**src/sv/solar_pump_hysteresis_controller_core_macros.svh**
```systemverilog
// assertion helpers for the pump controller core
// they sample on clk and are held off while rst_n is low
`ifndef SOLAR_PUMP_HYSTERESIS_CONTROLLER_CORE_MACROS_SVH
`define SOLAR_PUMP_HYSTERESIS_CONTROLLER_CORE_MACROS_SVH

`ifndef NO_ASSERTIONS

`define SPHC_ASSERT_SAME(lbl, ante, cons) \
  lbl: assert property (@(posedge clk) disable iff (!rst_n) (ante) |-> (cons)) \
    else $error("sphc: same-cycle check failed");

`define SPHC_ASSERT_NEXT(lbl, ante, cons) \
  lbl: assert property (@(posedge clk) disable iff (!rst_n) (ante) |=> (cons)) \
    else $error("sphc: next-cycle check failed");

`else

`define SPHC_ASSERT_SAME(lbl, ante, cons)

`define SPHC_ASSERT_NEXT(lbl, ante, cons)

`endif

`endif

```
**src/sv/sphc_pkg.sv**
```systemverilog
package sphc_pkg;

  localparam int DUTY_BITS = 8;

  typedef logic signed [11:0]          temp_t;
  typedef logic signed [12:0]          delta_t;
  typedef logic [DUTY_BITS-1:0]        duty_t;
  typedef logic [12:0]                 cfg_data_t;

  typedef enum logic [2:0] {
    REG_FROST_ON    = 3'd0,
    REG_FROST_OFF   = 3'd1,
    REG_LOAD_START  = 3'd2,
    REG_LOAD_STOP   = 3'd3,
    REG_HEAT_START  = 3'd4,
    REG_HEAT_STOP   = 3'd5,
    REG_HEAT_ENABLE = 3'd6
  } reg_idx_t;

  localparam temp_t  FROST_ON_RST    = 12'sd32;
  localparam temp_t  FROST_OFF_RST   = 12'sd80;
  localparam delta_t LOAD_START_RST  = 13'sd128;
  localparam delta_t LOAD_STOP_RST   = 13'sd48;
  localparam delta_t HEAT_START_RST  = 13'sd80;
  localparam delta_t HEAT_STOP_RST   = 13'sd32;

  localparam duty_t DUTY_MAX   = {DUTY_BITS{1'b1}};
  localparam duty_t HALF_POWER = 8'd150;

  // duty = delta * 51 / 80 done as delta * 41780 >> 16, exact for deltas below the clamp
  localparam int   SCALE_SHIFT = 16;
  localparam int   DMAG_BITS   = 9;
  localparam logic [SCALE_SHIFT-1:0] SCALE_RECIP = 16'd41780;
  // smallest delta whose scaled duty passes full scale
  localparam delta_t CLAMP_DELTA = 13'sd402;

  typedef struct packed {
    temp_t panel_temp;
    temp_t store_low_temp;
    temp_t store_high_temp;
    temp_t floor_temp;
    logic  read_error;
  } sample_t;

  typedef struct packed {
    temp_t  frost_on_temp;
    temp_t  frost_off_temp;
    delta_t load_start_delta;
    delta_t load_stop_delta;
    delta_t heat_start_delta;
    delta_t heat_stop_delta;
    logic   heating_enable;
  } cfg_t;

  typedef struct packed {
    logic  frost;
    logic  loading;
    logic  heating;
    duty_t panel_duty;
    duty_t floor_duty;
  } state_t;

endpackage

```
**src/sv/sphc_if.sv**
```systemverilog
interface sphc_in_if;
  logic                  valid;
  logic                  ready;
  sphc_pkg::temp_t       panel_temp;
  sphc_pkg::temp_t       store_low_temp;
  sphc_pkg::temp_t       store_high_temp;
  sphc_pkg::temp_t       floor_temp;
  logic                  read_error;

  modport source (output valid, panel_temp, store_low_temp, store_high_temp, floor_temp,
                  read_error, input ready);
  modport sink   (input valid, panel_temp, store_low_temp, store_high_temp, floor_temp,
                  read_error, output ready);
endinterface

interface sphc_out_if;
  logic                  valid;
  logic                  ready;
  sphc_pkg::duty_t       panel_duty;
  sphc_pkg::duty_t       floor_duty;
  logic                  frost_active;
  logic                  loading_active;
  logic                  heating_active;

  modport source (output valid, panel_duty, floor_duty, frost_active, loading_active,
                  heating_active, input ready);
  modport sink   (input valid, panel_duty, floor_duty, frost_active, loading_active,
                  heating_active, output ready);
endinterface

interface sphc_cfg_if;
  logic                  valid;
  logic                  ready;
  logic [2:0]            index;
  sphc_pkg::cfg_data_t   data;

  modport source (output valid, index, data, input ready);
  modport sink   (input valid, index, data, output ready);
endinterface

```
**src/sv/sphc_step.sv**
```systemverilog
module sphc_step (
  input  sphc_pkg::sample_t sample,
  input  sphc_pkg::cfg_t    cfg,
  input  sphc_pkg::state_t  state,
  output sphc_pkg::state_t  state_nxt
);

  sphc_pkg::delta_t                                   dpanel;
  sphc_pkg::delta_t                                   dfloor;
  logic [sphc_pkg::DMAG_BITS+sphc_pkg::SCALE_SHIFT-1:0] prod;
  sphc_pkg::duty_t                                    scaled;

  assign dpanel = sphc_pkg::delta_t'(sample.panel_temp)
                - sphc_pkg::delta_t'(sample.store_low_temp);
  assign dfloor = sphc_pkg::delta_t'(sample.store_high_temp)
                - sphc_pkg::delta_t'(sample.floor_temp);

  // reciprocal multiply, only the low bits of the delta matter below the clamp
  assign prod = (sphc_pkg::DMAG_BITS+sphc_pkg::SCALE_SHIFT)'(dpanel[sphc_pkg::DMAG_BITS-1:0])
              * (sphc_pkg::DMAG_BITS+sphc_pkg::SCALE_SHIFT)'(sphc_pkg::SCALE_RECIP);

  always_comb begin
    priority if (dpanel <= 13'sd0) begin
      scaled = '0;
    end else if (dpanel >= sphc_pkg::CLAMP_DELTA) begin
      scaled = sphc_pkg::DUTY_MAX;
    end else begin
      scaled = prod[sphc_pkg::SCALE_SHIFT +: sphc_pkg::DUTY_BITS];
    end
  end

  always_comb begin
    state_nxt = state;

    // panel pump chain, first match wins
    priority if (!state.frost && (sample.panel_temp < cfg.frost_on_temp)) begin
      state_nxt.frost      = 1'b1;
      state_nxt.panel_duty = sphc_pkg::HALF_POWER;
    end else if (state.frost && (sample.panel_temp > cfg.frost_off_temp)) begin
      state_nxt.frost      = 1'b0;
      state_nxt.panel_duty = '0;
    end else if (!state.loading && (dpanel > cfg.load_start_delta)) begin
      state_nxt.loading    = 1'b1;
      state_nxt.panel_duty = scaled;
    end else if (state.loading && (dpanel < cfg.load_stop_delta)) begin
      state_nxt.loading    = 1'b0;
      state_nxt.panel_duty = '0;
    end else if (state.loading) begin
      state_nxt.panel_duty = scaled;
    end else begin
      // panel duty held
    end

    // floor pump chain
    priority if (state.heating && !cfg.heating_enable) begin
      state_nxt.heating    = 1'b0;
      state_nxt.floor_duty = '0;
    end else if (cfg.heating_enable && !state.heating && (dfloor > cfg.heat_start_delta)) begin
      state_nxt.heating    = 1'b1;
      state_nxt.floor_duty = sphc_pkg::HALF_POWER;
    end else if (state.heating && (dfloor < cfg.heat_stop_delta)) begin
      state_nxt.heating    = 1'b0;
      state_nxt.floor_duty = '0;
    end else begin
      // floor duty held
    end
  end

endmodule

```
**src/sv/solar_pump_hysteresis_controller_core.sv**
```systemverilog
// channel   dir  transfer when        payload
// in_if     in   valid && ready      panel, store low, store high, floor temps, read_error
// out_if    out  valid && ready      panel_duty, floor_duty, frost/loading/heating flags
// cfg_if    in   valid && ready      register index, write data (always ready)
//
// one sample per cycle sustained while out_if is ready; a result passes the input register
// and then the controller state, which is also the result register
// samples flagged with read_error are dropped at the input register, no result
// reset clears the flags and duties and loads the default thresholds
// a stalled result holds the state; the input register still takes one more sample

`include "solar_pump_hysteresis_controller_core_macros.svh"

module solar_pump_hysteresis_controller_core (
  input  logic          clk,
  input  logic          rst_n,
  sphc_in_if.sink       in_if,
  sphc_out_if.source    out_if,
  sphc_cfg_if.sink      cfg_if
);

  sphc_pkg::sample_t sample_r;
  logic              s1_valid_r;
  logic              s1_valid_nxt;
  sphc_pkg::cfg_t    cfg_r;
  sphc_pkg::cfg_t    cfg_nxt;
  sphc_pkg::state_t  state_r;
  sphc_pkg::state_t  state_nxt;
  sphc_pkg::state_t  step_state;
  logic              out_valid_r;
  logic              out_valid_nxt;
  logic              out_free;
  logic              out_load;
  logic              s1_drain;
  logic              in_take;

  assign out_free = !out_valid_r || out_if.ready;
  assign out_load = s1_valid_r && !sample_r.read_error && out_free;
  assign s1_drain = s1_valid_r && (sample_r.read_error || out_free);
  assign in_if.ready = !s1_valid_r || s1_drain;
  assign in_take  = in_if.valid && in_if.ready;

  assign s1_valid_nxt  = in_take || (s1_valid_r && !s1_drain);
  assign out_valid_nxt = out_load || (out_valid_r && !out_if.ready);
  assign state_nxt     = out_load ? step_state : state_r;

  sphc_step u_step (
    .sample    (sample_r),
    .cfg       (cfg_r),
    .state     (state_r),
    .state_nxt (step_state)
  );

  always_ff @(posedge clk) begin
    if (in_take) begin
      sample_r.panel_temp      <= in_if.panel_temp;
      sample_r.store_low_temp  <= in_if.store_low_temp;
      sample_r.store_high_temp <= in_if.store_high_temp;
      sample_r.floor_temp      <= in_if.floor_temp;
      sample_r.read_error      <= in_if.read_error;
    end
  end

  always_comb begin
    cfg_nxt = cfg_r;
    if (cfg_if.valid && cfg_if.ready) begin
      unique case (sphc_pkg::reg_idx_t'(cfg_if.index))
        sphc_pkg::REG_FROST_ON:    cfg_nxt.frost_on_temp    = sphc_pkg::temp_t'(cfg_if.data[11:0]);
        sphc_pkg::REG_FROST_OFF:   cfg_nxt.frost_off_temp   = sphc_pkg::temp_t'(cfg_if.data[11:0]);
        sphc_pkg::REG_LOAD_START:  cfg_nxt.load_start_delta = sphc_pkg::delta_t'(cfg_if.data);
        sphc_pkg::REG_LOAD_STOP:   cfg_nxt.load_stop_delta  = sphc_pkg::delta_t'(cfg_if.data);
        sphc_pkg::REG_HEAT_START:  cfg_nxt.heat_start_delta = sphc_pkg::delta_t'(cfg_if.data);
        sphc_pkg::REG_HEAT_STOP:   cfg_nxt.heat_stop_delta  = sphc_pkg::delta_t'(cfg_if.data);
        sphc_pkg::REG_HEAT_ENABLE: cfg_nxt.heating_enable   = cfg_if.data[0];
        default: ;
      endcase
    end
  end

  assign cfg_if.ready = 1'b1;

  always_ff @(posedge clk) begin
    if (!rst_n) begin
      s1_valid_r  <= 1'b0;
      out_valid_r <= 1'b0;
      state_r     <= '0;
      cfg_r.frost_on_temp    <= sphc_pkg::FROST_ON_RST;
      cfg_r.frost_off_temp   <= sphc_pkg::FROST_OFF_RST;
      cfg_r.load_start_delta <= sphc_pkg::LOAD_START_RST;
      cfg_r.load_stop_delta  <= sphc_pkg::LOAD_STOP_RST;
      cfg_r.heat_start_delta <= sphc_pkg::HEAT_START_RST;
      cfg_r.heat_stop_delta  <= sphc_pkg::HEAT_STOP_RST;
      cfg_r.heating_enable   <= 1'b0;
    end else begin
      s1_valid_r  <= s1_valid_nxt;
      out_valid_r <= out_valid_nxt;
      state_r     <= state_nxt;
      cfg_r       <= cfg_nxt;
    end
  end

  // the controller state is the result register
  assign out_if.valid          = out_valid_r;
  assign out_if.panel_duty     = state_r.panel_duty;
  assign out_if.floor_duty     = state_r.floor_duty;
  assign out_if.frost_active   = state_r.frost;
  assign out_if.loading_active = state_r.loading;
  assign out_if.heating_active = state_r.heating;

  // floor pump is either off or at half power, matching its flag
  `SPHC_ASSERT_SAME(a_floor_duty_flag, 1'b1,
    (state_r.heating && state_r.floor_duty == sphc_pkg::HALF_POWER) ||
    (!state_r.heating && state_r.floor_duty == '0))
  // with neither frost protection nor loading the panel pump is off
  `SPHC_ASSERT_SAME(a_panel_idle_off, !state_r.frost && !state_r.loading,
    state_r.panel_duty == '0)
  // the state moves only with a result transfer into the output register
  `SPHC_ASSERT_NEXT(a_state_only_on_load, !out_load, state_r == $past(state_r))

endmodule
```
**src/flat_wrapper.sv**
```systemverilog
// flat-port wrapper written by rule: the top's interface ports become plain ports
module solar_pump_hysteresis_controller_core_flat 
  (clk, rst_n, in_if_valid, in_if_panel_temp, in_if_store_low_temp, in_if_store_high_temp, in_if_floor_temp, in_if_read_error, in_if_ready, out_if_valid, out_if_panel_duty, out_if_floor_duty, out_if_frost_active, out_if_loading_active, out_if_heating_active, out_if_ready, cfg_if_valid, cfg_if_index, cfg_if_data, cfg_if_ready);
  sphc_in_if in_if_i ();
  sphc_out_if out_if_i ();
  sphc_cfg_if cfg_if_i ();
  input  logic clk;
  input  logic rst_n;
  input wire logic [$bits(in_if_i.valid)-1:0] in_if_valid;
  input wire logic [$bits(in_if_i.panel_temp)-1:0] in_if_panel_temp;
  input wire logic [$bits(in_if_i.store_low_temp)-1:0] in_if_store_low_temp;
  input wire logic [$bits(in_if_i.store_high_temp)-1:0] in_if_store_high_temp;
  input wire logic [$bits(in_if_i.floor_temp)-1:0] in_if_floor_temp;
  input wire logic [$bits(in_if_i.read_error)-1:0] in_if_read_error;
  output wire logic [$bits(in_if_i.ready)-1:0] in_if_ready;
  output wire logic [$bits(out_if_i.valid)-1:0] out_if_valid;
  output wire logic [$bits(out_if_i.panel_duty)-1:0] out_if_panel_duty;
  output wire logic [$bits(out_if_i.floor_duty)-1:0] out_if_floor_duty;
  output wire logic [$bits(out_if_i.frost_active)-1:0] out_if_frost_active;
  output wire logic [$bits(out_if_i.loading_active)-1:0] out_if_loading_active;
  output wire logic [$bits(out_if_i.heating_active)-1:0] out_if_heating_active;
  input wire logic [$bits(out_if_i.ready)-1:0] out_if_ready;
  input wire logic [$bits(cfg_if_i.valid)-1:0] cfg_if_valid;
  input wire logic [$bits(cfg_if_i.index)-1:0] cfg_if_index;
  input wire logic [$bits(cfg_if_i.data)-1:0] cfg_if_data;
  output wire logic [$bits(cfg_if_i.ready)-1:0] cfg_if_ready;
  assign in_if_i.valid = in_if_valid;
  assign in_if_i.panel_temp = in_if_panel_temp;
  assign in_if_i.store_low_temp = in_if_store_low_temp;
  assign in_if_i.store_high_temp = in_if_store_high_temp;
  assign in_if_i.floor_temp = in_if_floor_temp;
  assign in_if_i.read_error = in_if_read_error;
  assign in_if_ready = in_if_i.ready;
  assign out_if_valid = out_if_i.valid;
  assign out_if_panel_duty = out_if_i.panel_duty;
  assign out_if_floor_duty = out_if_i.floor_duty;
  assign out_if_frost_active = out_if_i.frost_active;
  assign out_if_loading_active = out_if_i.loading_active;
  assign out_if_heating_active = out_if_i.heating_active;
  assign out_if_i.ready = out_if_ready;
  assign cfg_if_i.valid = cfg_if_valid;
  assign cfg_if_i.index = cfg_if_index;
  assign cfg_if_i.data = cfg_if_data;
  assign cfg_if_ready = cfg_if_i.ready;
  solar_pump_hysteresis_controller_core u_core (.clk(clk), .rst_n(rst_n), .in_if(in_if_i), .out_if(out_if_i), .cfg_if(cfg_if_i));
endmodule
```
**config.mk**
```make
export PLATFORM = sky130hd
export DESIGN_NAME = solar_pump_hysteresis_controller_core_flat
export DESIGN_NICKNAME = d
export VERILOG_FILES = /design/src/sv/sphc_pkg.sv /design/src/sv/sphc_if.sv /design/src/sv/sphc_step.sv /design/src/sv/solar_pump_hysteresis_controller_core.sv /design/src/flat_wrapper.sv
export VERILOG_INCLUDE_DIRS = /design/src /design/src/sv
export SDC_FILE = /design/constraint.sdc
export NUM_CORES = 1
export LEC_CHECK = 0
export BUFFER_PORTS_ARGS = -buffer_cell sky130_fd_sc_hd__buf_2
export CAP_MARGIN = 25
export CORE_ASPECT_RATIO = 1.75
export CORE_MARGIN = 3
export CORE_UTILIZATION = 62
export CTS_BUF_LIST = sky130_fd_sc_hd__clkbuf_16
export DETAILED_ROUTE_END_ITERATION = 12
export PLACE_DENSITY = 0.82
export SETUP_SLACK_MARGIN = 0.1
export SYNTH_ARGS = -nofsm -noshare
export SYNTH_HDL_FRONTEND = slang
export SYNTH_SLANG_ARGS = --single-unit
```
**constraint.sdc**
```tcl
create_clock -name clk -period 9.8 [get_ports clk]
set_input_delay 0.49 -clock clk [delete_from_list [all_inputs] [get_ports clk]]
set_output_delay 0.49 -clock clk [all_outputs]
set_load 0.005 [all_outputs]
```
# == Word level (Yosys, flattened, before mapping) ==
# Cells that the tools add are included.
# totals
register_bits,147
latch_bits,0
ram_bits,0
romBits,0
inputBits,70
out_inout_bits,22
elab_cells,99
n_memories,0
# classes
n_addsub,2
n_mul,1
div,0
magnitude_cmp,8
n_eq_ne,6
shifts,0
n_mux,17
bitwise_logic,2
n_reduce_logical,44
# op_table
cell,count
two-way mux 8 bit,10
greater-than comparator 13 bit,2
less-than comparator 13 bit,2
subtractor 12 x 12 -> 13 bit,2
"multiplier 25 x 14 -> 22 bit, second input constant",1
AND reduction 2 bit,10
logical AND 1 bit,14
"greater-or-equal comparator 13 x 10 -> 1 bit, second input constant",1
"less-or-equal comparator 13 x 1 -> 1 bit, second input constant",1
greater-than comparator 12 bit,1
less-than comparator 12 bit,1
"== test 3 bit, second input constant",3
logical NOT 1 bit,9
two-way mux 1 bit,7
"== test 3 x 2 -> 1 bit, second input constant",2
logical OR 1 bit,5
nonzero test 5 bit,1
AND reduction 4 bit,1
nonzero test 2 bit,2
"== test 3 x 1 -> 1 bit, second input constant",1
logical NOT 3 bit,1
nonzero test 3 bit,1
inverter 1 bit,2

# == Depth between registers and ports, before layout ==
# Gate-level depths: netlist of the first run.
# logic_depth
depth_word,9
depth_mapped,29
depth_no_buf,29

# == Modules after synthesis ==
# Synthesis of the first run repeated with hierarchy kept, for this count alone.
# unflattened
cells_unflattened,1181
area_unflattened_um2,10938.0
# by_module_without_submodules
module,n_inst,cells_each,area_each_um2,seq_area_each_um2
sphc_step,1,761,6007.0,0.0
solar_pump_hysteresis_controller_core,1,420,4931.0,3433.3

# == Worst setup path after synthesis of the first run ==
# OpenSTA, ideal clock, no wires.
# synth_timing
path_kind,reg2reg
start,register u_core.sample_r[25] (netlist name)
end,"register u_core.state_r, in the netlist u_core.out_if.panel_duty[7]"
setup_ns,0.126
arrival_time_ns,6.730
t_required_ns,9.674
setup_slack_ns,2.944
path_stages_with_launch,27
path_buffers,1
synth_period_minus_slack_ns,6.856
cell_sequence,edfxtp_1 > ha_1 > fa_1 > nand2b_1 > a21o_1 > a32o_1 > xnor2_2 > buf_1 > ha_1 > ha_1 > fa_1 > ha_1 > fa_1 > inv_1 > fa_1 > inv_1 > ha_1 > nand2_1 > or2_2 > o2111ai_1 > nand3_1 > a31oi_1 > o21a_1 > o21ai_0 > nand3_1 > nor3b_2 > o221ai_2
# synth_via
elab_chain_len,9
word_cells_on_any_way,17
cone_classes,1 x add/sub; 1 x mul; 4 x order compare; 7 x mux; 4 x reduce/logical
# synth_rtl
item,line_no,source
from (decl),solar_pump_hysteresis_controller_core.sv:22,sphc_pkg::sample_t sample_r;
subtractor 12 x 12 -> 13 bit *,sphc_step.sv:14,- sphc_pkg::delta_t'(sample.store_low_temp);
multiplier 25 x 14 -> 22 bit or greater-or-equal comparator 13 x 10 -> 1 bit (tied branches),"sphc_step.sv:20, sphc_step.sv:25",
two-way mux 8 bit,sphc_step.sv:25,end else if (dpanel >= sphc_pkg::CLAMP_DELTA) begin
two-way mux 8 bit,sphc_step.sv:23,priority if (dpanel <= 13'sd0) begin
two-way mux 8 bit,sphc_step.sv:48,end else if (state.loading) begin
two-way mux 8 bit,sphc_step.sv:45,end else if (state.loading && (dpanel < cfg.load_stop_delta)) begin
two-way mux 8 bit,sphc_step.sv:42,end else if (!state.loading && (dpanel > cfg.load_start_delta)) begin
two-way mux 8 bit,sphc_step.sv:39,end else if (state.frost && (sample.panel_temp > cfg.frost_off_temp)) begin
two-way mux 8 bit,sphc_step.sv:36,priority if (!state.frost && (sample.panel_temp < cfg.frost_on_temp)) begin
to (signal assigned),solar_pump_hysteresis_controller_core.sv:97,state_r <= state_nxt;
to (decl),solar_pump_hysteresis_controller_core.sv:27,sphc_pkg::state_t state_r;
# Mark *: on every way between the ends. The rest lies on a longest branch, timed or not. The select of a mux whose other input is x is not followed.
# A chain may end at the register's enable or synchronous reset.

# == Worst setup path in the final report of the first run ==
# layout_timing
start,register u_core.sample_r[37] (netlist name)
end,"register u_core.state_r, in the netlist u_core.out_if.panel_duty[7]"
# layout_via
elab_chain_len,9
word_cells_on_any_way,21
cone_classes,1 x add/sub; 1 x mul; 6 x order compare; 7 x mux; 6 x reduce/logical
# layout_rtl
item,line_no
subtractor 12 x 12 -> 13 bit,sphc_step.sv:14
multiplier 25 x 14 -> 22 bit or greater-or-equal comparator 13 x 10 -> 1 bit (tied branches),"sphc_step.sv:20, sphc_step.sv:25"
two-way mux 8 bit,sphc_step.sv:25
two-way mux 8 bit,sphc_step.sv:23
two-way mux 8 bit,sphc_step.sv:48
two-way mux 8 bit,sphc_step.sv:45
two-way mux 8 bit,sphc_step.sv:42
two-way mux 8 bit,sphc_step.sv:39
two-way mux 8 bit,sphc_step.sv:36
# Several ways; a longest one is shown, not always the timed one. The select of a mux whose other input is x is not followed.

==> results of run 1 <==
-- power groups by stage --
| stage | Combinational (mW) | Sequential (mW) | Clock (mW) |
|---|---|---|---|
| after floorplan | 2.29 | 0.648 | 0 |
| after global placement | 2.94 | 0.649 | 0 |
| after detailed placement | 3.05 | 0.650 | 0 |
| after CTS | 3.07 | 0.638 | 0.583 |
| after global routing | 3.47 | 0.641 | 0.606 |
| final | 3.05 | 0.638 | 0.577 |
-- worst min path at each step --
| stage | from | endpoint | slack [ns] | cells past startpoint |
|---|---|---|---|---|
| finish | in_if_panel_temp[11] | u_core.sample_r[48]$_DFFE_PP_ | 0.24 | 1 |
| global route | in_if_floor_temp[11] | u_core.sample_r[12]$_DFFE_PP_ | 0.23 | 1 |
| CTS | in_if_floor_temp[11] | u_core.sample_r[12]$_DFFE_PP_ | 0.23 | 1 |
| detailed placement | u_core.out_if.panel_duty[5]$_SDFFE_PN0P_ | u_core.out_if.panel_duty[5]$_SDFFE_PN0P_ | 0.45 | 1 |
| global placement | u_core.out_if.panel_duty[3]$_SDFFE_PN0P_ | u_core.out_if.panel_duty[3]$_SDFFE_PN0P_ | 0.44 | 1 |
| floorplan | u_core.cfg_r[1]$_SDFFE_PN0P_ | u_core.cfg_r[1]$_SDFFE_PN0P_ | 0.44 | 2 |
-- placed cells by master (no fill, tap or decap), types with 12 or more instances in the layout --
master,instances
sky130_fd_sc_hd__inv_1,196
sky130_fd_sc_hd__ha_1,177
sky130_fd_sc_hd__nand2_1,173
sky130_fd_sc_hd__dfxtp_1,90
sky130_fd_sc_hd__buf_2,86
sky130_fd_sc_hd__a21boi_0,71
sky130_fd_sc_hd__edfxtp_1,49
sky130_fd_sc_hd__nor2_1,40
sky130_fd_sc_hd__fa_1,37
sky130_fd_sc_hd__a21oi_1,35
sky130_fd_sc_hd__xnor2_1,27
sky130_fd_sc_hd__o21ai_0,26
sky130_fd_sc_hd__nor2b_1,22
sky130_fd_sc_hd__o21a_1,21
sky130_fd_sc_hd__nand3_1,20
sky130_fd_sc_hd__clkbuf_16,17
sky130_fd_sc_hd__nand2b_1,15
sky130_fd_sc_hd__nor3_1,14
sky130_fd_sc_hd__a21o_1,12
-- stage by stage --
stage                     hold slack (ns)  std cells  power (mW)  area, sq um
final                              0.2399       1519       4.267        11990
after global routing               0.2271       1519       4.721        11990
after CTS                          0.2298       1519       4.289        11990
after detailed placement           0.4482       1487       3.702        11470
after global placement             0.4402       1486       3.584        11450
after floorplan                    0.4408       1203       2.939        10870
-- metal layers --
layer  vias to the layer above  wire [microns]
li1                       4200               -
met1                      4141            8862
met2                       247           14980
met3                        99            1001
met4                         0            1832
met5                         -               0
-- flip-flops by register name (all words and copies together) (netlist names) --
register / cells
u_core.out_if.panel_duty: 8
u_core.out_if.loading_active: 1
u_core.sample_r: 49
u_core.out_if.frost_active: 1
u_core.s1_valid_r: 1
u_core.cfg_r: 77
u_core.out_if.floor_duty: 1
u_core.out_if.valid: 1
-- worst register-to-register path: cells and delay by family (launching register included) --
kind,cells,cell delay (ns)
fa+ha+maj,9,3.40
compound gates,10,2.10
simple gates,3,0.59
buf+inv,6,0.40
flops,1,0.36
xor+xnor,1,0.21
-- cells by family after synthesis --
family                     Yosys count
adders and majority gates          214
muxes                                3
other                                2
and+or+nand+nor                    331
DFF                                139
xor gates and xnor gates            36
AOI/OAI and AO/OA                  243
buffers and inverters              232
-- layout make-up --
| cell class | instances | share of cell area |
|---|---|---|
| multi-input cells | 832 | 0.5576 |
| flip-flops and latches | 139 | 0.2729 |
| inverters | 197 | 0.06187 |
| repair buffers | 92 | 0.03996 |
| clock buffers | 17 | 0.03547 |
| well taps | 227 | 0.02368 |
| clock inverters | 15 | 0.008451 |
==> results list, run 1 <==
- The flow ran to the end, and the final reports show no timing, DRC or antenna violations.
- Summing all flip-flop and latch instances after layout gives 0.003273 sq mm.
* Maximum number of pins on one net before global-route repair: 92
* Post-synth top area share: 0.2039
- Number of vias after detailed routing: 8687
- Commonest cells post-synth: 195 x sky130_fd_sc_hd__inv_1, 177 x sky130_fd_sc_hd__ha_1, 173 x sky130_fd_sc_hd__nand2_1, 90 x sky130_fd_sc_hd__dfxtp_1, 71 x sky130_fd_sc_hd__a21boi_0
- Basic-gate share of the synthesized area counting and, or, nand and nor cells: 0.1431
* # diodes: 0
- Site row count: 63
- Dividing total power by cell area gives a power density of 355.8 mW/mm^2.
* Max stage delay cell, worst path: sky130_fd_sc_hd__fa_1
- Across the run, the number of max-cap violations was 0.
- Cell internal pwr: 2.247 mW
- The compound-cell area share of the yosys netlist was 0.1619.
* Fmax: 0.1398 GHz
- The first detailed-routing pass ran for 7 iterations.
- DRC violations left: 0
- For this run, asynchronously set or reset flops after synthesis account for 0.
* Detailed-route wire length: 26680 microns
- The worst setup path is of the reg2reg kind.
* Skew final: 0.01298 ns
- Dividing the final minimum period by the clock period gives 0.7301.
- Ranked by total cell area, the synthesized netlist is headed by sky130_fd_sc_hd__ha_1 20%, sky130_fd_sc_hd__dfxtp_1 17%, sky130_fd_sc_hd__edfxtp_1 14%.
- The die covers 0.01920 sq mm.
* Area of combinational cells with multiple inputs: 0.006688 sq mm
- Final hold viol count: 0
- For this run, the leading register cell type out of synthesis is sky130_fd_sc_hd__dfxtp_1.
- Number of buffers inserted during clock tree synthesis: 17
* Final layout net count: 1563
- Endpoint required time on the critical path: 10.11 ns
* Type of the tightest min-delay check: in2reg
- Main combinational cell family by area after synthesis: adder cells
- Together, buffers and inverters on the worst path number 6.
* Count of flip-flops with a built-in enable after synthesis: 49
- Port buffer count: 86
- The critical path crosses 29 cells after its start point.
* Pre-CTS setup slack: 2.665 ns
* Number of nets with antenna violations after routing: 0
* Highest cell delay on the worst timing path: 0.54 ns
- Met2 demand-to-capacity share in global routing: 0.5539
- Dividing the detail-routed wire length by the instance count gives 17.56 microns.
* Pleak: 5.369 nW
* Global-route wire length before repair: 42860 microns
* Clock root buffer: sky130_fd_sc_hd__clkbuf_16
- Headroom to the max-slew limit came out at 0.2979.
- Worst setup EP type: register
- Fraction of final layout cells with drive strength greater than 1: 0.1192
- The wire-length estimate of the detail-placed layout is 20970 microns.
- At the end of the flow the core is filled with cells to 0.7011.
- Worst reg2reg path startpoint: u_core.sample_r[37]$_DFFE_PP_
- Last weighted congestion value of the routability-driven placer: 0.9194
- Setup repair after global routing missed its margin: false
* Clock-pin transition on the worst setup and hold timing paths: 0.07 ns
- Counting every sink on the clock net gives 139.
- Dividing the synthesized area by the synthesized cell count gives 9.050 sq um.
- Critical path launch point: u_core.sample_r[37]$_DFFE_PP_
* Switching power summed over all nets: 2.020 mW
- Startpoint kind of the worst setup timing path: register
* Sequential-to-total area share from yosys stat: 0.3014
* Core Region: 0.01711 sq mm
* Iteration-0 DRC Markers: 465
- For this design, the CTS-stage hold fixing added 0 buffers.
* Area overhead of the layout relative to synthesis: 10.43%
* Transition time of the tightest slew-check pin: 1.049 ns
* Switching share of total power: 0.4735
- Seq cells post-synth: 139
- Synth warn: 0
* WP data arrival: 7.46 ns
- Of the total synthesized cell area, the portion taken by full adders, half adders and majority gates is 0.2721.
* Level count of the clock H-tree: 4
- Of the total power, the clock network draws 0.135.
* Grt met1 use: 0.2643
- The number of global-route vias before repair is 9083.
* Total global routing track utilization: 0.2835
* Fill cell count: 1335
* Total negative slack for setup checks: 0 ns
- Along the worst path, the maximum fanout reaches 6.
- Worst setup margin: 2.645 ns
- Mapped cell area: 0.01086 sq mm
- Following the worst setup path forward leads to its endpoint at u_core.out_if.panel_duty[7]$_SDFFE_PN0P_.
* Fraction of synthesized cell area in xor and xnor cells: 0.03295
* Final setup vio count: 0
* R2r worst-path depth: 29
* Pins Over Slew Limit: 0
- Longest Clk Path Bufs: 2
- The largest total area in the synthesized netlist belongs to sky130_fd_sc_hd__ha_1.
- In the routed layout, each cell is associated on average with a via count of 5.719.
- Synthesis produced 1200 cells.
- Maximum vdd drop: 0.4438 mV
- The worst register-to-register path has a setup slack of 2.64 ns.
- Most instantiated library cell after synthesis: sky130_fd_sc_hd__inv_1
- Library cells used by synthesis: 82
- Grt total ovfl: 0
- In this run the critical register-to-register path is captured at u_core.out_if.panel_duty[7]$_SDFFE_PN0P_.
- 92 I/O pins were placed.
- The layer flagged by global routing as most heavily used is met2.
* Sequential fraction of design power: 0.150
- The die is 106.0 microns wide.
* Post-cts gate resize count: 0
* Number of antenna violations at the first check in global routing: 0
* GRT met3 Usage: 0.04004
* Cell family with most CP delay: adder cells
- TritonCTS built the clock tree.
- Die boundary height: 181.1 microns
- The number of setup buffers added after CTS is 0.
* Insertion delay to the later sink of the worst-skew pair: 0.42 ns
- Share of synthesized area spent on multiplexers: 0.002880
- For the finished layout, the period the worst path requires is 7.155 ns.
- Fraction of power consumed by combinational cells: 0.715
- Starting density of the core: 0.6349
Note: power is estimated with default switching activity, not from simulation.
==> run 2, diff against run 1 <==
--- a/config.mk
+++ b/config.mk
@@ -6,6 +6,7 @@
 export SDC_FILE = /design/constraint.sdc
 export NUM_CORES = 1
 export LEC_CHECK = 0
+export ABC_AREA = 1
 export BUFFER_PORTS_ARGS = -buffer_cell sky130_fd_sc_hd__buf_2
 export CAP_MARGIN = 25
 export CORE_ASPECT_RATIO = 1.75
==> constraint.sdc (replaced) <==
create_clock -name clk -period 7.3 [get_ports clk]
set_input_delay 0.365 -clock clk [delete_from_list [all_inputs] [get_ports clk]]
set_output_delay 0.365 -clock clk [all_outputs]
set_load 0.005 [all_outputs]
==> results list, run 2 <==
* Synth warn: 0 (unchanged)
* Vias in the first global route: 9770 (+7.6%)
- The weighted congestion reported at the end of routability-driven placement is 0.9798 (+6.6%).
- The worst register-to-register path ends at u_core.out_if.panel_duty[6]$_SDFFE_PN0P_.
* Worst reg2reg path startpoint: u_core.sample_r[25]$_DFFE_PP_
- Number of buffers inserted during clock tree synthesis: 17 (unchanged)
- Leaving out fill and tap cells, the most frequent cell in the layout is sky130_fd_sc_hd__inv_1.
- The placement row count came to 64 (+1.6%).
- The worst hold path begins at in_if_store_low_temp[6].
- The per-cell via count in the routed design came to 5.582 (-2.4%).
- Global-route wire length before repair: 46290 microns (+8.0%)
- Type of the tightest min-delay check: in2reg
- The pin count of the biggest net entering global routing was 80 (-13%).
- The number of cells on the worst hold path came to 1 (unchanged).
- Grt total ovfl: 0 (unchanged)
- Library cells used by synthesis: 53 (-35%)
- The post-CTS clock slew at the launch and capture registers of the worst setup and hold paths is 0.06 ns (about the same).
- Most instantiated library cell after synthesis: sky130_fd_sc_hd__inv_1
- Number of nets with antenna violations after routing: 0 (unchanged)
- Synth Instances: 1381 (+15%)
* Post-cts gate resize count: 0 (unchanged)
- The top cell types in the final layout, fill and taps aside, are 286 x sky130_fd_sc_hd__inv_1, 180 x sky130_fd_sc_hd__nand2_1, 177 x sky130_fd_sc_hd__ha_1, 147 x sky130_fd_sc_hd__a21oi_1, 94 x sky130_fd_sc_hd__o21ai_0.
- Pre-CTS setup slack: 0.9751 ns (-1.690 ns)
- The final net count was 1749 (+12%).
- The delay contributed by the slowest stage of the critical path is 0.56 ns (+0.02 ns).
- The worst setup path is of the reg2reg kind.
- The detailed placement HPWL was 22730 microns (+8.4%).
* DRC violations left: 0 (unchanged)
* Max-Slew Margin vs Limit: 0.4390 (+0.1411)
- Flip-flop count of the largest register after layout: 77 (unchanged)
* Fraction of final layout cells with drive strength greater than 1: 0.1116 (-0.007558)
- Width of the die: 107.1 microns (+1.0%)
* Post-synth top area share: 0.1996 (-0.004278)
- The data arrival time of the critical path was 6.73 ns (-0.73 ns).
- The worst setup path is captured at a register.
* Worst setup margin: 0.9274 ns (-1.717 ns)
- Starting density of the core: 0.6326 (-0.002358)
- The count of clock tree sinks is 139 (unchanged).
- The placeable core region is 0.01754 sq mm (+2.5%).
* Final setup vio count: 0 (unchanged)
- The slew of the pin with the lowest slew margin was 0.8351 ns (-0.2141 ns).
- The violation count after the first detailed-route iteration came to 456 (-1.9%).
- The path with the worst hold slack has its endpoint at u_core.sample_r[31]$_DFFE_PP_.
* Share of the clock period used by the worst path after layout: 0.8730 (+0.1428)
- Floorplan die area: 0.01960 sq mm (+2.1%)
- The count of buffers inserted at the top-level ports is 86 (unchanged).
* CTS tree: yes
* Drt first pass iters: 5 (-2)
- The clock tree skew after final layout was 0.009338 ns (-0.003645 ns).
- The total setup buffers inserted after CTS was 0 (unchanged).
- The number of H-tree levels is 4 (unchanged).
- Fmax: 0.1569 GHz (+12%)
- The async set-reset flop share out of synthesis came to 0 (unchanged).
- Predominant post-synthesis flop cell: sky130_fd_sc_hd__dfxtp_1
- The all-layer global routing usage was 0.3021 (+0.01865).
- From synthesis to final layout, the design area changed by 10.69%.
* DP Area: 0.01173 sq mm (+2.3%)
- The number of top-level pins is 92 (unchanged).
- Insertion delay to the later sink of the worst-skew pair: 0.42 ns (about the same)
* Post-route cell area: 0.01228 sq mm (+2.4%)
- In this run the clock root is driven by a sky130_fd_sc_hd__clkbuf_16.
* Die boundary height: 183.0 microns (+1.0%)
- The sequential share of the synthesized area is 0.2951 (-0.006323).
- The maximum root-to-sink buffer count is 2 (unchanged).
- Commonest cells post-synth: 285 x sky130_fd_sc_hd__inv_1, 180 x sky130_fd_sc_hd__nand2_1, 177 x sky130_fd_sc_hd__ha_1, 147 x sky130_fd_sc_hd__a21oi_1, 94 x sky130_fd_sc_hd__o21ai_0
- Final cell utilization of the core: 0.7002 (-0.0009190)
* Max stage delay cell, worst path: sky130_fd_sc_hd__fa_1
- The shortest period the worst path allows is 6.373 ns (-0.7827 ns).
* Register bank with the most flops: u_core.cfg_r
* Mapped cell area: 0.01109 sq mm (+2.1%)
* Count of flip-flops with a built-in enable after synthesis: 49 (unchanged)
* Yosys top cell by area: sky130_fd_sc_hd__ha_1
- Status: finished clean
- The sum of negative setup slack is 0 ns (unchanged).
- R2r worst-path depth: 33 (+14%)
- Setup repair after global routing left no endpoint under its margin.
- The most critical setup path has its startpoint at u_core.sample_r[25]$_DFFE_PP_.
- Number of antenna violations at the first check in global routing: 0 (unchanged)
* Setup slack of the worst register-to-register path: 0.93 ns (-1.72 ns)
* Seq cells post-synth: 139 (unchanged)
- The average wire per standard cell came to 16.82 microns (-4.2%).
* Largest fanout of any net on the critical path: 13 (+7)
- Most prevalent standard cell on the critical path: sky130_fd_sc_hd__nand2_1
- Startpoint kind of the worst setup timing path: register
* Pins Over Slew Limit: 0 (unchanged)
- # diodes: 0 (unchanged)
- Detailed-route wire length: 28750 microns (+7.8%)
- Total of max-cap violations: 0 (unchanged)
- The hold violation total from the final report was 0 (unchanged).
- The endpoint required time on the critical path came to 7.65 ns (-2.46 ns).
- Cell types occupying the most area after synthesis: sky130_fd_sc_hd__ha_1 20%, sky130_fd_sc_hd__dfxtp_1 16%, sky130_fd_sc_hd__edfxtp_1 13%
- Number of vias after detailed routing: 9539 (+9.8%)
- Quantity of hold-fixing buffers added after cts: 0 (unchanged)
- Mean Syn Cell Area: 8.033 sq um (-11%)
==> run 2: changes by cell type after synthesis, moves of 18 or more <==
cell / change
sky130_fd_sc_hd__a21boi_0: -70
sky130_fd_sc_hd__inv_1: +90
sky130_fd_sc_hd__o21ai_0: +68
sky130_fd_sc_hd__a21oi_1: +112
sky130_fd_sc_hd__xnor2_1: -18
sky130_fd_sc_hd__nor2b_1: -23
sky130_fd_sc_hd__o21a_1: -21
sky130_fd_sc_hd__nor2_1: +44
sky130_fd_sc_hd__nand3_1: +41
==> run 2: critical path, delay by kind of cell (launching register included) <==
family	cells	cell delay, ns
AO/OA/AOI/OAI	1	0.13
AND/OR/NAND/NOR	18	1.88
adder cells (fa/ha/maj)	9	3.61
flip-flops	1	0.37
buffers and inverters	5	0.33
==> run 2: per-layer routing <==
metal  part of all wire  track usage  vias to the layer above
met1               0.34       0.2949                     4412
met2               0.54       0.5666                      308
met4              0.080       0.2207                        0
met5                  0            0                        -
met3              0.039      0.03980                      122
li1                   -            -                     4697
==> run 2: cells by family (layout without fill, tap and decap cells) <==
logic type | count (synthesis) | in the layout | share of synthesized area
adder cells (fa/ha/maj) | 214 | 214 | 0.2664
XOR/XNOR | 29 | 29 | 0.02290
flip-flops | 139 | 139 | 0.2951
other | 2 | 5 | 0.0006770
buffers and inverters | 319 | 413 | 0.1112
AND/OR/NAND/NOR | 393 | 393 | 0.1621
AO/OA/AOI/OAI | 285 | 285 | 0.1417
==> run 2: layout make-up <==
cell class	instances	area [sq um]
repair buffers	91	467.9
clock buffers	18	450.4
multi-input cells	926	6605
inverters	290	1091
fillers	1417	5258
clock inverters	14	102.6
well taps	231	289.0
flip-flops and latches	139	3273
==> run 2: how the worst max path moves through the flow <==
stage	end	slack [ns]	depth (start not counted)
after floorplan	u_core.out_if.panel_duty[6]$_SDFFE_PN0P_	1.17	32
after global placement	u_core.out_if.panel_duty[6]$_SDFFE_PN0P_	1.12	33
after detailed placement	u_core.out_if.panel_duty[6]$_SDFFE_PN0P_	0.98	33
after CTS	u_core.out_if.panel_duty[6]$_SDFFE_PN0P_	0.95	33
after global routing	u_core.out_if.panel_duty[6]$_SDFFE_PN0P_	0.32	34
final	u_core.out_if.panel_duty[6]$_SDFFE_PN0P_	0.93	33
==> run 2: stage by stage <==
step | hold slack (ns) | cells
finish | 0.1156 | 1709
floorplan | 0.4203 | 1384
CTS | 0.1066 | 1709
detailed placement | 0.4465 | 1677
global route | 0.1055 | 1709
global placement | 0.4305 | 1677
Power of run 2 is not shown: default switching activity piles up to over one toggle a cycle in this logic, so the estimate is an artifact.
==> run 3, diff against run 2 <==
--- a/config.mk
+++ b/config.mk
@@ -15,6 +15,7 @@
 export CTS_BUF_LIST = sky130_fd_sc_hd__clkbuf_16
 export DETAILED_ROUTE_END_ITERATION = 12
 export PLACE_DENSITY = 0.82
+export RECOVER_POWER = 50
 export SETUP_SLACK_MARGIN = 0.1
 export SYNTH_ARGS = -nofsm -noshare
 export SYNTH_HDL_FRONTEND = slang
==> results list, run 3 (synthesis results as in run 2) <==
- The endpoint required time on the critical path is 7.64 ns (about the same).
* Post-cts gate resize count: 0 (unchanged)
* Starting density of the core: 0.6326 (unchanged)
* Site row count: 64 (unchanged)
- R2r worst-path depth: 33 (unchanged)
- WP data arrival: 6.73 ns (about the same)
- Number of antenna violations at the first check in global routing: 0 (unchanged)
* Final layout net count: 1749 (unchanged)
- The most numerous cell type found on the critical path is sky130_fd_sc_hd__nand2_1.
* Setup slack of the worst register-to-register path: 0.91 ns (-0.02 ns)
- Final cell utilization of the core: 0.6996 (about the same)
- The worst hold path begins at in_if_store_low_temp[6].
- CTS tree: yes
* Setup Fix Bufs, Post-CTS: 0 (unchanged)
- The weighted congestion reported at the end of routability-driven placement is 0.9798 (unchanged).
- Final setup vio count: 0 (unchanged)
- Vias in the first global route: 9770 (unchanged)
* Worst reg2reg path startpoint: u_core.sample_r[25]$_DFFE_PP_
- The final reports fail on max-capacitance violations, max-slew violations.
- Setup repair after global routing left no endpoint under its margin.
* Worst setup EP type: register
- Area overhead of the layout relative to synthesis: 10.59% (about the same)
* Max stage delay cell, worst path: sky130_fd_sc_hd__fa_1
- Port buffer count: 86 (unchanged)
- Final hold viol count: 0 (unchanged)
* Skew final: 0.007801 ns (-0.001536 ns)
* DP Area: 0.01173 sq mm (unchanged)
- The horizontal die dimension is 107.1 microns (unchanged).
* Status: finished with violations
* Via-to-Cell Ratio: 5.578 (about the same)
- The count of clock tree sinks came to 139 (unchanged).
- The number of cells on the worst hold path was 1 (unchanged).
- The fraction of the cycle the final worst path needs was 0.8752 (+0.002205).
- STA classifies the critical path startpoint as a register.
- DRC violations left: 0 (unchanged)
* Total negative slack for setup checks: 0 ns (unchanged)
- Leaving out fill and tap cells, the most frequent cell in the layout is sky130_fd_sc_hd__inv_1.
- The routed via count was 9533 (-0.063%).
- The number of buffers added by the clock tree synthesis step came to 17 (unchanged).
- The die footprint is 0.01960 sq mm (unchanged).
- Boundary pin count: 92 (unchanged)
* Post-route cell area: 0.01227 sq mm (about the same)
* Flip-flop count of the largest register after layout: 77 (unchanged)
* Die boundary height: 183.0 microns (unchanged)
- The placeable core region is 0.01754 sq mm (unchanged).
- The source-to-sink clock delay at the later pin of the worst-skew pair came to 0.42 ns (about the same).
* Register bank with the most flops: u_core.cfg_r
* Clock root buffer: sky130_fd_sc_hd__clkbuf_16
* Fmax: 0.1565 GHz (-0.25%)
- The tightest slew margin relative to the limit was -0.8689 (-1.308).
* Fraction of final layout cells with drive strength greater than 1: 0.1069 (-0.004736)
- Global-route wire length before repair: 46290 microns (unchanged)
- Number of nets with antenna violations after routing: 0 (unchanged)
* # diodes: 0 (unchanged)
* R2r endpoint: u_core.out_if.panel_duty[6]$_SDFFE_PN0P_
- Largest fanout of any net on the critical path: 13 (unchanged)
- Quantity of hold-fixing buffers added after cts: 0 (unchanged)
* Commonest non-fill, non-tap cells in the layout: 286 x sky130_fd_sc_hd__inv_1, 180 x sky130_fd_sc_hd__nand2_1, 177 x sky130_fd_sc_hd__ha_1, 147 x sky130_fd_sc_hd__a21oi_1, 94 x sky130_fd_sc_hd__o21ai_0
- The critical path is of the reg2reg type.
* Type of the tightest min-delay check: in2reg
- Total of max-cap violations: 1 (+1)
* Grt total ovfl: 0 (unchanged)
* Minimum period implied by the final worst setup slack: 6.389 ns (+0.01610 ns)
* Transition time of the tightest slew-check pin: 2.803 ns (+1.968 ns)
* Total global routing track utilization: 0.3021 (unchanged)
- Level count of the clock H-tree: 4 (unchanged)
- The number of iterations in the first detailed-routing pass came to 5 (unchanged).
* Highest cell delay on the worst timing path: 0.56 ns (about the same)
- Iteration-0 DRC Markers: 389 (-15%)
- Pins Over Slew Limit: 80 (+80)
* Detailed-route wire length: 28730 microns (about the same)
- Drt wl/cell: 16.81 microns (about the same)
* Longest Clk Path Bufs: 2 (unchanged)
- Critical path launch point: u_core.sample_r[25]$_DFFE_PP_
- Worst-case hold path end point: u_core.sample_r[31]$_DFFE_PP_
- Maximum number of pins on one net before global-route repair: 80 (unchanged)
- The post-CTS clock slew at the launch and capture registers of the worst setup and hold paths was 0.06 ns (about the same).
* HPWL reported at the end of detailed placement: 22730 microns (unchanged)
==> run 3: cell count changes in the layout (fill, tap and decap cells not counted), sizes merged <==
cell    change
buf         -6
clkbuf      +6
==> run 3: final cells by class <==
| cell class | instances | area [sq um] |
|---|---|---|
| fill | 1422 | 5269 |
| tap | 231 | 289.0 |
| inverter | 290 | 1091 |
| timing repair buffer | 91 | 456.7 |
| sequential | 139 | 3273 |
| clock buffer | 18 | 450.4 |
| clock inverter | 14 | 102.6 |
| multi-input combinational | 926 | 6605 |
==> run 3: worst max path at each step <==
stage / slack [ns] / cells past startpoint / to
2_1_floorplan: 1.17 / 32 / u_core.out_if.panel_duty[6]$_SDFFE_PN0P_
3_3_place_gp: 1.12 / 33 / u_core.out_if.panel_duty[6]$_SDFFE_PN0P_
3_5_place_dp: 0.98 / 33 / u_core.out_if.panel_duty[6]$_SDFFE_PN0P_
4_1_cts: 0.95 / 33 / u_core.out_if.panel_duty[6]$_SDFFE_PN0P_
5_1_grt: 0.31 / 34 / u_core.out_if.panel_duty[6]$_SDFFE_PN0P_
6_report: 0.91 / 33 / u_core.out_if.panel_duty[6]$_SDFFE_PN0P_
==> run 3: stage by stage <==
step                      setup slack [ns]  hold slack (ns)  std cells
after detailed placement            0.9751           0.4465       1677
final                               0.9113           0.1137       1709
after CTS                           0.9543           0.1066       1709
after floorplan                      1.172           0.4203       1384
after global routing                0.3058           0.1055       1709
after global placement               1.124           0.4305       1677
==> run 3: metal layers <==
metal / part of all wire / vias up / GRT usage
met5: 0 / - / 0
met4: 0.080 / 0 / 0.2207
met3: 0.038 / 124 / 0.03980
met2: 0.54 / 294 / 0.5666
met1: 0.34 / 4418 / 0.2949
li1: - / 4697 / -
==> run 3: critical path: cells and delay by family, from the launching register on <==
kind	cells	cell delay [ns]
flops	1	0.37
fa+ha+maj	9	3.61
buf+inv	5	0.33
compound gates	1	0.13
simple gates	18	1.88
Power of run 3 is left out for the same reason.
